`src/sv/tms_pkg.sv`:
```
// shared types, register map and filter arithmetic for the tilt monitor smoothing unit
package tms_pkg;

	// register map, word index into the apb space
	localparam logic [2:0] REG_OFFSET_X      = 3'd0;
	localparam logic [2:0] REG_OFFSET_Z      = 3'd1;
	localparam logic [2:0] REG_ERR_SET_TOL   = 3'd2;
	localparam logic [2:0] REG_ERR_CLEAR_TOL = 3'd3;
	localparam logic [2:0] REG_STAND_TOL     = 3'd4;
	localparam logic [2:0] REG_RECOVER_TICKS = 3'd5;

	localparam int unsigned ADDR_W = 5;

	// register reset values
	localparam logic [14:0] ERR_SET_TOL_RST   = 15'd3277;
	localparam logic [14:0] ERR_CLEAR_TOL_RST = 15'd2458;
	localparam logic [14:0] STAND_TOL_RST     = 15'd1638;
	localparam logic [15:0] RECOVER_TICKS_RST = 16'd300;

	// one g at full state precision (4096 << 8)
	localparam logic signed [24:0] ONE_G_FULL = 25'sd1048576;

	// reciprocal of ten, exact for 32-bit dividends at shift 35
	localparam logic [31:0] RECIP10 = 32'hCCCC_CCCD;

	localparam logic signed [23:0] S24_MAX = 24'sh7F_FFFF;
	localparam logic signed [23:0] S24_MIN = -24'sh80_0000;

	typedef struct packed {
		logic signed [15:0] offset_x;
		logic signed [15:0] offset_z;
		logic [14:0]        err_set_tol;
		logic [14:0]        err_clear_tol;
		logic [14:0]        stand_tol;
		logic [15:0]        recover_ticks;
	} cfg_t;

	typedef struct packed {
		logic load_s1;
		logic load_s2;
	} pipe_ctl_t;

	typedef struct packed {
		logic home_settled;
		logic in_bad_state;
	} tick_flags_t;

	// one filter step s + (t - s) / k, k = 10 or 20, quotient truncated toward zero
	function automatic logic signed [23:0] ema_step(input logic signed [23:0] s,
			input logic signed [23:0] t, input logic by20);
		logic signed [24:0] d;
		logic [24:0]        mag;
		logic [56:0]        prod;
		logic [24:0]        q;
		logic signed [24:0] r;
		logic signed [24:0] sum;
		d    = {t[23], t} - {s[23], s};
		mag  = d[24] ? 25'(-d) : 25'(d);
		prod = 57'(mag) * 57'(RECIP10);
		q    = by20 ? 25'(prod >> 36) : 25'(prod >> 35);
		r    = d[24] ? -$signed(q) : $signed(q);
		sum  = {s[23], s} + r;
		return sum[23:0];
	endfunction

	// target after offset removal, clamped to the signed 24-bit range
	function automatic logic signed [23:0] sub_offset(input logic signed [23:0] avg,
			input logic signed [15:0] off);
		logic signed [24:0] d;
		d = {avg[23], avg} - {off[15], off, 8'd0};
		if (d > 25'(S24_MAX))
			return S24_MAX;
		else if (d < 25'(S24_MIN))
			return S24_MIN;
		else
			return d[23:0];
	endfunction

endpackage

```
`src/sv/tms_cfg.sv`:
```
// apb register file for offsets, tolerances and recovery count
module tms_cfg (
	input  logic                           clk,
	input  logic                           arst_n,
	input  logic                           psel,
	input  logic                           penable,
	input  logic                           pwrite,
	input  logic [tms_pkg::ADDR_W-1:0]     paddr,
	input  logic [31:0]                    pwdata,
	output logic [31:0]                    prdata,
	output logic                           pready,
	output tms_pkg::cfg_t                  cfg
);

	logic       wr_en;
	logic [2:0] idx;
	tms_pkg::cfg_t cfg_q;

	assign pready = 1'b1;
	assign wr_en  = psel && penable && pwrite;
	assign idx    = paddr[4:2];
	assign cfg    = cfg_q;

	// register writes
	always_ff @(posedge clk or negedge arst_n) begin
		if (!arst_n) begin
			cfg_q.offset_x      <= '0;
			cfg_q.offset_z      <= '0;
			cfg_q.err_set_tol   <= tms_pkg::ERR_SET_TOL_RST;
			cfg_q.err_clear_tol <= tms_pkg::ERR_CLEAR_TOL_RST;
			cfg_q.stand_tol     <= tms_pkg::STAND_TOL_RST;
			cfg_q.recover_ticks <= tms_pkg::RECOVER_TICKS_RST;
		end else if (wr_en) begin
			unique case (idx)
				tms_pkg::REG_OFFSET_X:      cfg_q.offset_x      <= pwdata[15:0];
				tms_pkg::REG_OFFSET_Z:      cfg_q.offset_z      <= pwdata[15:0];
				tms_pkg::REG_ERR_SET_TOL:   cfg_q.err_set_tol   <= pwdata[14:0];
				tms_pkg::REG_ERR_CLEAR_TOL: cfg_q.err_clear_tol <= pwdata[14:0];
				tms_pkg::REG_STAND_TOL:     cfg_q.stand_tol     <= pwdata[14:0];
				tms_pkg::REG_RECOVER_TICKS: cfg_q.recover_ticks <= pwdata[15:0];
				default: ;
			endcase
		end
	end

	// read back
	always_comb begin
		unique case (idx)
			tms_pkg::REG_OFFSET_X:      prdata = {16'd0, cfg_q.offset_x};
			tms_pkg::REG_OFFSET_Z:      prdata = {16'd0, cfg_q.offset_z};
			tms_pkg::REG_ERR_SET_TOL:   prdata = {17'd0, cfg_q.err_set_tol};
			tms_pkg::REG_ERR_CLEAR_TOL: prdata = {17'd0, cfg_q.err_clear_tol};
			tms_pkg::REG_STAND_TOL:     prdata = {17'd0, cfg_q.stand_tol};
			tms_pkg::REG_RECOVER_TICKS: prdata = {16'd0, cfg_q.recover_ticks};
			default:                    prdata = 32'd0;
		endcase
	end

endmodule

```
`src/sv/tms_filter.sv`:
```
// two filter stages: raw averages and arm angle, then offset-corrected smoothing
module tms_filter (
	input  logic                      clk,
	input  logic                      arst_n,
	input  tms_pkg::pipe_ctl_t        ctl,
	input  logic signed [15:0]        accel_x,
	input  logic signed [15:0]        accel_z,
	input  logic signed [15:0]        arm_angle,
	input  tms_pkg::tick_flags_t      flags_in,
	input  logic signed [15:0]        offset_x,
	input  logic signed [15:0]        offset_z,
	output logic signed [23:0]        smooth_x,
	output logic signed [23:0]        smooth_y,
	output logic signed [23:0]        smooth_z,
	output tms_pkg::tick_flags_t      flags_out
);

	logic signed [23:0] avg_x_q, avg_z_q, smooth_y_q;
	logic signed [23:0] smooth_x_q, smooth_z_q, y_s2;
	tms_pkg::tick_flags_t flags_s1, flags_s2;

	// stage 1: filter state that reads the raw sample only
	always_ff @(posedge clk or negedge arst_n) begin
		if (!arst_n) begin
			avg_x_q    <= '0;
			avg_z_q    <= '0;
			smooth_y_q <= '0;
		end else if (ctl.load_s1) begin
			avg_x_q    <= tms_pkg::ema_step(avg_x_q, {accel_x, 8'd0}, 1'b0);
			avg_z_q    <= tms_pkg::ema_step(avg_z_q, {accel_z, 8'd0}, 1'b0);
			smooth_y_q <= tms_pkg::ema_step(smooth_y_q, {arm_angle, 8'd0}, 1'b1);
		end
	end

	always_ff @(posedge clk) begin
		if (ctl.load_s1)
			flags_s1 <= flags_in;
	end

	// stage 2: offset removal and second smoothing of x and z
	always_ff @(posedge clk or negedge arst_n) begin
		if (!arst_n) begin
			smooth_x_q <= '0;
			smooth_z_q <= '0;
		end else if (ctl.load_s2) begin
			smooth_x_q <= tms_pkg::ema_step(smooth_x_q,
				tms_pkg::sub_offset(avg_x_q, offset_x), 1'b0);
			smooth_z_q <= tms_pkg::ema_step(smooth_z_q,
				tms_pkg::sub_offset(avg_z_q, offset_z), 1'b0);
		end
	end

	always_ff @(posedge clk) begin
		if (ctl.load_s2) begin
			y_s2     <= smooth_y_q;
			flags_s2 <= flags_s1;
		end
	end

	assign smooth_x  = smooth_x_q;
	assign smooth_y  = y_s2;
	assign smooth_z  = smooth_z_q;
	assign flags_out = flags_s2;

endmodule

```
`src/sv/tms_monitor.sv`:
```
// result register with tilt hysteresis, recovery timer and standing check
module tms_monitor (
	input  logic                      clk,
	input  logic                      arst_n,
	input  logic                      load,
	input  logic signed [23:0]        smooth_x,
	input  logic signed [23:0]        smooth_y,
	input  logic signed [23:0]        smooth_z,
	input  tms_pkg::tick_flags_t      flags,
	input  tms_pkg::cfg_t             cfg,
	output logic signed [15:0]        filt_x,
	output logic signed [15:0]        filt_y,
	output logic signed [15:0]        filt_z,
	output logic                      tilt_error,
	output logic                      go_bad_orientation,
	output logic                      go_home,
	output logic                      standing,
	output logic                      standing_changed
);

	logic        err_q, seen_q, stand_last_q;
	logic [15:0] clear_cnt_q;
	logic [15:0] fx_q, fy_q, fz_q;
	logic        go_bad_q, go_home_q, changed_q;

	logic [23:0]        abs_y, abs_x;
	logic signed [24:0] z_up;
	logic [24:0]        abs_z;
	logic [22:0]        set_t, clr_t, st_t;
	logic               err_nx, seen_nx, go_bad_nx, go_home_nx, stand_nx;
	logic [15:0]        cnt_nx;

	// tilt hysteresis, onset pulse and recovery count
	always_comb begin
		abs_y = smooth_y[23] ? 24'(-smooth_y) : 24'(smooth_y);
		set_t = {cfg.err_set_tol, 8'd0};
		clr_t = {cfg.err_clear_tol, 8'd0};
		if (err_q)
			err_nx = abs_y > 24'(clr_t);
		else if (flags.home_settled)
			err_nx = abs_y > 24'(set_t);
		else
			err_nx = 1'b0;

		seen_nx   = seen_q;
		go_bad_nx = 1'b0;
		cnt_nx    = clear_cnt_q;
		if (err_nx && !seen_q) begin
			seen_nx   = 1'b1;
			go_bad_nx = 1'b1;
		end
		if (!err_nx) begin
			if (seen_q) begin
				seen_nx = 1'b0;
				cnt_nx  = '0;
			end else if (clear_cnt_q != 16'hFFFF) begin
				cnt_nx = clear_cnt_q + 16'd1;
			end
		end
		go_home_nx = !err_nx && (cnt_nx >= cfg.recover_ticks) && flags.in_bad_state;
	end

	// lying-flat check: x near zero and z near minus one g
	always_comb begin
		abs_x    = smooth_x[23] ? 24'(-smooth_x) : 24'(smooth_x);
		z_up     = {smooth_z[23], smooth_z} + tms_pkg::ONE_G_FULL;
		abs_z    = z_up[24] ? 25'(-z_up) : 25'(z_up);
		st_t     = {cfg.stand_tol, 8'd0};
		stand_nx = !((abs_x <= 24'(st_t)) && (abs_z <= 25'(st_t)));
	end

	// monitor state and result flags
	always_ff @(posedge clk or negedge arst_n) begin
		if (!arst_n) begin
			err_q        <= 1'b0;
			seen_q       <= 1'b0;
			stand_last_q <= 1'b0;
			clear_cnt_q  <= '0;
			go_bad_q     <= 1'b0;
			go_home_q    <= 1'b0;
			changed_q    <= 1'b0;
		end else if (load) begin
			err_q        <= err_nx;
			seen_q       <= seen_nx;
			stand_last_q <= stand_nx;
			clear_cnt_q  <= cnt_nx;
			go_bad_q     <= go_bad_nx;
			go_home_q    <= go_home_nx;
			changed_q    <= stand_nx != stand_last_q;
		end
	end

	// filter outputs floored to the input format
	always_ff @(posedge clk) begin
		if (load) begin
			fx_q <= smooth_x[23:8];
			fy_q <= smooth_y[23:8];
			fz_q <= smooth_z[23:8];
		end
	end

	assign filt_x             = fx_q;
	assign filt_y             = fy_q;
	assign filt_z             = fz_q;
	assign tilt_error         = err_q;
	assign go_bad_orientation = go_bad_q;
	assign go_home            = go_home_q;
	assign standing           = stand_last_q;
	assign standing_changed   = changed_q;

	// onset pulse only comes with a raised error
	a_bad_needs_err: assert property (@(posedge clk) disable iff (!arst_n)
		go_bad_q |-> err_q) else $error("onset pulse without tilt error");

	// home request only while the error is clear
	a_home_needs_clear: assert property (@(posedge clk) disable iff (!arst_n)
		go_home_q |-> !err_q) else $error("home request during tilt error");

	// an error onset sets the seen mark in the same tick
	a_seen_follows: assert property (@(posedge clk) disable iff (!arst_n)
		err_q |-> seen_q) else $error("error flag set but onset not recorded");

	// counter restarts when an error episode ends
	a_cnt_restart: assert property (@(posedge clk) disable iff (!arst_n)
		$past(load) && $past(seen_q) && !err_q |-> clear_cnt_q == 16'd0)
		else $error("clear count not restarted after error");

endmodule

```
`src/sv/tilt_monitor_smoothing_unit.sv`:
```
// top level: stream ports, pipeline handshake and apb configuration
// a beat accepted into stage one moves on through stage two into the result register
// throughput: one beat per cycle while m_tready holds; stages advance independently, so bubbles close up
// the result register holds a finished beat while new beats fill the empty stages behind it
// reset: arst_n clears all filter state, error and recovery state and the valid bits,
// and loads the register defaults
module tilt_monitor_smoothing_unit (
	input  logic                           clk,
	input  logic                           arst_n,
	// apb configuration
	input  logic                           psel,
	input  logic                           penable,
	input  logic                           pwrite,
	input  logic [tms_pkg::ADDR_W-1:0]     paddr,
	input  logic [31:0]                    pwdata,
	output logic [31:0]                    prdata,
	output logic                           pready,
	// input stream
	input  logic                           s_tvalid,
	output logic                           s_tready,
	input  logic [47:0]                    s_tdata,  // accel_x, accel_z, arm_angle
	input  logic [1:0]                     s_tuser,  // home_settled, in_bad_state
	// result stream
	output logic                           m_tvalid,
	input  logic                           m_tready,
	output logic [47:0]                    m_tdata,  // filt_x, filt_y, filt_z
	output logic [4:0]                     m_tuser   // tilt_error, go_bad_orientation,
	                                                 // go_home, standing, standing_changed
);

	tms_pkg::cfg_t        cfg;
	tms_pkg::pipe_ctl_t   ctl;
	tms_pkg::tick_flags_t flags_in, flags_s2;

	logic v1_q, v2_q, vout_q;
	logic en1, en2, en_out, load_out;
	logic signed [23:0] sx, sy, sz;
	logic signed [15:0] fx, fy, fz;
	logic err, go_bad, go_home_o, stand, stand_chg;

	// per-stage advance: a stage moves when the one after it is free or moving
	assign en_out   = !vout_q || m_tready;
	assign en2      = !v2_q || en_out;
	assign en1      = !v1_q || en2;
	assign s_tready = en1;

	assign ctl.load_s1 = s_tvalid && en1;
	assign ctl.load_s2 = v1_q && en2;
	assign load_out    = v2_q && en_out;

	always_ff @(posedge clk or negedge arst_n) begin
		if (!arst_n) begin
			v1_q   <= 1'b0;
			v2_q   <= 1'b0;
			vout_q <= 1'b0;
		end else begin
			if (en1)
				v1_q <= s_tvalid;
			if (en2)
				v2_q <= v1_q;
			if (en_out)
				vout_q <= v2_q;
		end
	end

	assign flags_in.home_settled = s_tuser[0];
	assign flags_in.in_bad_state = s_tuser[1];

	tms_cfg u_cfg (
		.clk     (clk),
		.arst_n  (arst_n),
		.psel    (psel),
		.penable (penable),
		.pwrite  (pwrite),
		.paddr   (paddr),
		.pwdata  (pwdata),
		.prdata  (prdata),
		.pready  (pready),
		.cfg     (cfg)
	);

	tms_filter u_filter (
		.clk       (clk),
		.arst_n    (arst_n),
		.ctl       (ctl),
		.accel_x   (s_tdata[15:0]),
		.accel_z   (s_tdata[31:16]),
		.arm_angle (s_tdata[47:32]),
		.flags_in  (flags_in),
		.offset_x  (cfg.offset_x),
		.offset_z  (cfg.offset_z),
		.smooth_x  (sx),
		.smooth_y  (sy),
		.smooth_z  (sz),
		.flags_out (flags_s2)
	);

	tms_monitor u_monitor (
		.clk                (clk),
		.arst_n             (arst_n),
		.load               (load_out),
		.smooth_x           (sx),
		.smooth_y           (sy),
		.smooth_z           (sz),
		.flags              (flags_s2),
		.cfg                (cfg),
		.filt_x             (fx),
		.filt_y             (fy),
		.filt_z             (fz),
		.tilt_error         (err),
		.go_bad_orientation (go_bad),
		.go_home            (go_home_o),
		.standing           (stand),
		.standing_changed   (stand_chg)
	);

	assign m_tvalid = vout_q;
	assign m_tdata  = {fz, fy, fx};
	assign m_tuser  = {stand_chg, stand, go_home_o, go_bad, err};

	// an empty result register never blocks the input
	a_ready_when_empty: assert property (@(posedge clk) disable iff (!arst_n)
		!vout_q |-> s_tready) else $error("input stalled with empty result register");

	// a waiting result is not overwritten
	a_no_overrun: assert property (@(posedge clk) disable iff (!arst_n)
		vout_q && !m_tready |-> !load_out) else $error("result overwritten while stalled");

	// a beat in stage two reaches the result register when it is free
	a_drain: assert property (@(posedge clk) disable iff (!arst_n)
		v2_q && !vout_q |=> vout_q) else $error("stage two beat not moved to result");

endmodule
```
`config.mk`:
```
export PLATFORM = sky130hd
export DESIGN_NAME = tilt_monitor_smoothing_unit
export DESIGN_NICKNAME = d
export VERILOG_FILES = /design/src/sv/tms_pkg.sv /design/src/sv/tms_cfg.sv /design/src/sv/tms_filter.sv /design/src/sv/tms_monitor.sv /design/src/sv/tilt_monitor_smoothing_unit.sv
export SDC_FILE = /design/constraint.sdc
export NUM_CORES = 2
export LEC_CHECK = 0
export ABC_AREA = 1
export BUFFER_PORTS_ARGS = -buffer_cell sky130_fd_sc_hd__buf_2
export CAP_MARGIN = 20
export CORE_ASPECT_RATIO = 1.1
export CORE_MARGIN = 8
export CORE_UTILIZATION = 35
export CTS_BUF_LIST = sky130_fd_sc_hd__clkbuf_4 sky130_fd_sc_hd__clkbuf_8
export CTS_CLUSTER_SIZE = 14
export DETAILED_ROUTE_END_ITERATION = 8
export PLACE_DENSITY = 0.47
export SLEW_MARGIN = 40
export SYNTH_ARGS = -nofsm -noshare
export SYNTH_HDL_FRONTEND = slang
export SYNTH_SLANG_ARGS = --single-unit
```
`constraint.sdc`:
```
create_clock -name clk -period 15.6 [get_ports clk]
set_input_delay 3.12 -clock clk [delete_from_list [all_inputs] [get_ports clk]]
set_output_delay 3.12 -clock clk [all_outputs]
set_load 0.03 [all_outputs]
```
==> impl_metrics.yaml <==
timing:
  fmax_mhz: 68.05
  maxSlewViolCount: 0
  report.final.setup_viol: 0
  slew_headroom_pct: 44.78
  period_minus_slack_ns: 14.69
  hold_viol_final: 0
  worst_slew_pin_slew_ns: 0.8263
  fin_skew_ns: 0.04619
  finalCritPeriodShare_pct: 94.19
layout:
  drive_gt1_share_pct: 6.757
  final_nets: 13650
  stdcell_area_sq_um: 91070
  layout_commonest_cell: "inv_1"
  area_growth_pct: 9.328
  layout_common_cells: "2409 x inv_1, 1786 x nand2_1, 1423 x ha_1"
run:
  maxCapViolations: 0
placed_design:
  portBuffers: 146
  post_dp_cell_area_sq_um: 88950
  gp_congestion: 0.9511
  post-dp-hpwl_mm: 260.7
cts:
  cts_max_path_buffers: 3
  tritoncts: "yes"
  clk_pin_slew_worst_paths_ns: 0.06
  clkLatencyLatePin_ns: 0.74
  cts_hold_buf: 0
  cts_buffers: 61
  clock-sinks: 314
  htree_levels: 2
  clockRootBuffer: "clkbuf_8"
floorplanning:
  num_io_pins: 182
  die_w_microns: 481.2
  die_height_microns: 527.7
  core-area_sq_um: 237600
  start_util_pct: 35.06
  core.rowCount: 188
  fp.dieArea_sq_um: 253900
route:
  postRouteAntennaNets: 0
  post_drt_wl_per_cell_microns: 20.13
  drt_pass1_iterations: 8
  routed_wirelength_mm: 289.5
  vias: 71590
  viasPerCell: 4.979
  drt-initial-drc-count: 4065
  drc: 0
worst_setup_path:
  critPathSlowestCell: "fa_1"
  arrival_ns: 15.33
  path_max_fanout: 5
  critPathKind: "in -> reg"
  cp_data_required_time_ns: 16.23
  worstSetupEndpointType: "flip-flop"
  worst_setup_path_start_kind: "primary input"
  crit_top_cell: "nand2_1"
  critical-path-max-stage-delay_ns: 0.65
grt:
  grt_pass1_vias: 74730
  grt_max_degree: 108
  grt_use_total_pct: 22.35
  antenna_found_initial: 4
  grt_overflow_total: 0
  grt_first_pass_wirelength_mm: 442.7
synthesis:
  syn-cell-area_sq_um: 83300
  synth-edff-count: 76
  netlist_instances: 10870
  ys_ff_latch: 314
  ys_async_sr_fraction_pct: 75.80
  yosys_warnings: 0
  syn_area_per_cell_sq_um: 7.663
  synth_cell_types: 77
  synthFlopType: "dfrtp_1"
  yosysSeqAreaShare_pct: 9.924
worst_hold_path:
  hold_class: "reg -> reg"
status:
  status: "complete, no violations"
-- layer usage --
metal / up-vias / track usage (%) / part of all wire (%)
li1: 35340 / - / -
met1: 34610 / 29.38 / 45
met2: 1335 / 39.67 / 49
met3: 303 / 1.505 / 3.0
met4: 0 / 6.066 / 3.5
met5: - / 0 / 0
-- worst max-delay path, delay by kind of cell --
kind / cells / cell delay [ns]
AOI/OAI and AO/OA: 10 / 2.22
xor gates and xnor gates: 4 / 0.95
adders and majority gates: 11 / 4.77
buffers and inverters: 9 / 0.86
and+or+nand+nor: 28 / 3.34
-- registers in the layout (all words and copies together), names as in the netlist, 2 cells and up --
signal	count
u_filter.smooth_z	24
u_filter.smooth_x	24
u_monitor.filt_y	16
u_filter.avg_x_q	24
u_monitor.clear_cnt_q	16
u_filter.smooth_y_q	24
u_cfg.cfg	93
u_monitor.filt_z	16
u_filter.avg_z_q	24
u_filter.flags_out	2
u_filter.smooth_y	24
u_filter.flags_s1	2
u_monitor.filt_x	16
-- worst paths after layout --
kind,from,end,slack [ns],depth (start not counted)
worst min register to register,u_filter.flags_s1[1],u_filter.flags_out[1],0.42,0
worst max register to register,u_cfg.cfg[61],u_filter.smooth_z[22],1.08,81
worst min-delay path,u_filter.flags_s1[1],u_filter.flags_out[1],0.42,0
worst max-delay path,s_tdata[17],u_filter.avg_z_q[23],0.91,62
min in group asynchronous,arst_n,u_filter.avg_z_q[21],2.34,1
max in group asynchronous,arst_n,u_filter.smooth_x[21],11.83,3
-- kinds of logic after synthesis --
logic type | count (synthesis) | share of synthesized area (%)
xor gates and xnor gates | 523 | 5.562
and+or+nand+nor | 3382 | 17.22
adders and majority gates | 2374 | 44.16
DFF | 314 | 9.924
buffers and inverters | 2531 | 11.54
other | 2 | 0.009015
AOI/OAI and AO/OA | 1744 | 11.59
-- final cells by class --
cell class / count / area [sq um]
clock inverters: 30 / 300.3
multi-input cells: 8040 / 66100
diodes: 10 / 25.02
clock buffers: 86 / 1090
inverters: 2423 / 9102
repair buffers: 340 / 2267
well taps: 3135 / 3923
flip-flops and latches: 314 / 8267
fillers: 25130 / 146500
-- metrics by stage --
stage | hold WS (ns) | utilization [%] | std cells | setup slack (ns) | TNS, ns
CTS | 0.4205 | 38.03 | 14350 | 0.02766 | 0
finish | 0.4181 | 38.33 | 14380 | 0.9056 | 0
global route | 0.4234 | 38.33 | 14380 | -0.08802 | -0.2273
detailed placement | 0.4061 | 37.44 | 14240 | 0.07940 | 0
floorplan | 0.4003 | - | 10890 | 1.675 | 0
global placement | 0.4013 | 37.42 | 14240 | 0.1161 | 0
-- synthesized netlist by cell type (all sizes together) (134+ instances only) --
library cell	instances	area (sq um)
xor2	357	3142
o21ai	657	3322
dfrtp	215	5380
nor3	134	690.7
fa	943	18880
nand3	340	1754
nand2	1835	6983
nor2	810	3163
ha	1431	17900
inv	2419	9080
a21oi	748	3777
xnor2	166	1491
-- what timing repair did --
item	in CTS	in global routing
gates cloned	0	1
pin swaps	1	32
gates resized for setup	1	171
endpoints found under the setup margin	1	32
setup buffers	1	14
Power is left out: the tool's default activity adds up to more than one toggle a clock period on the data nets, which glitch-free logic cannot reach.
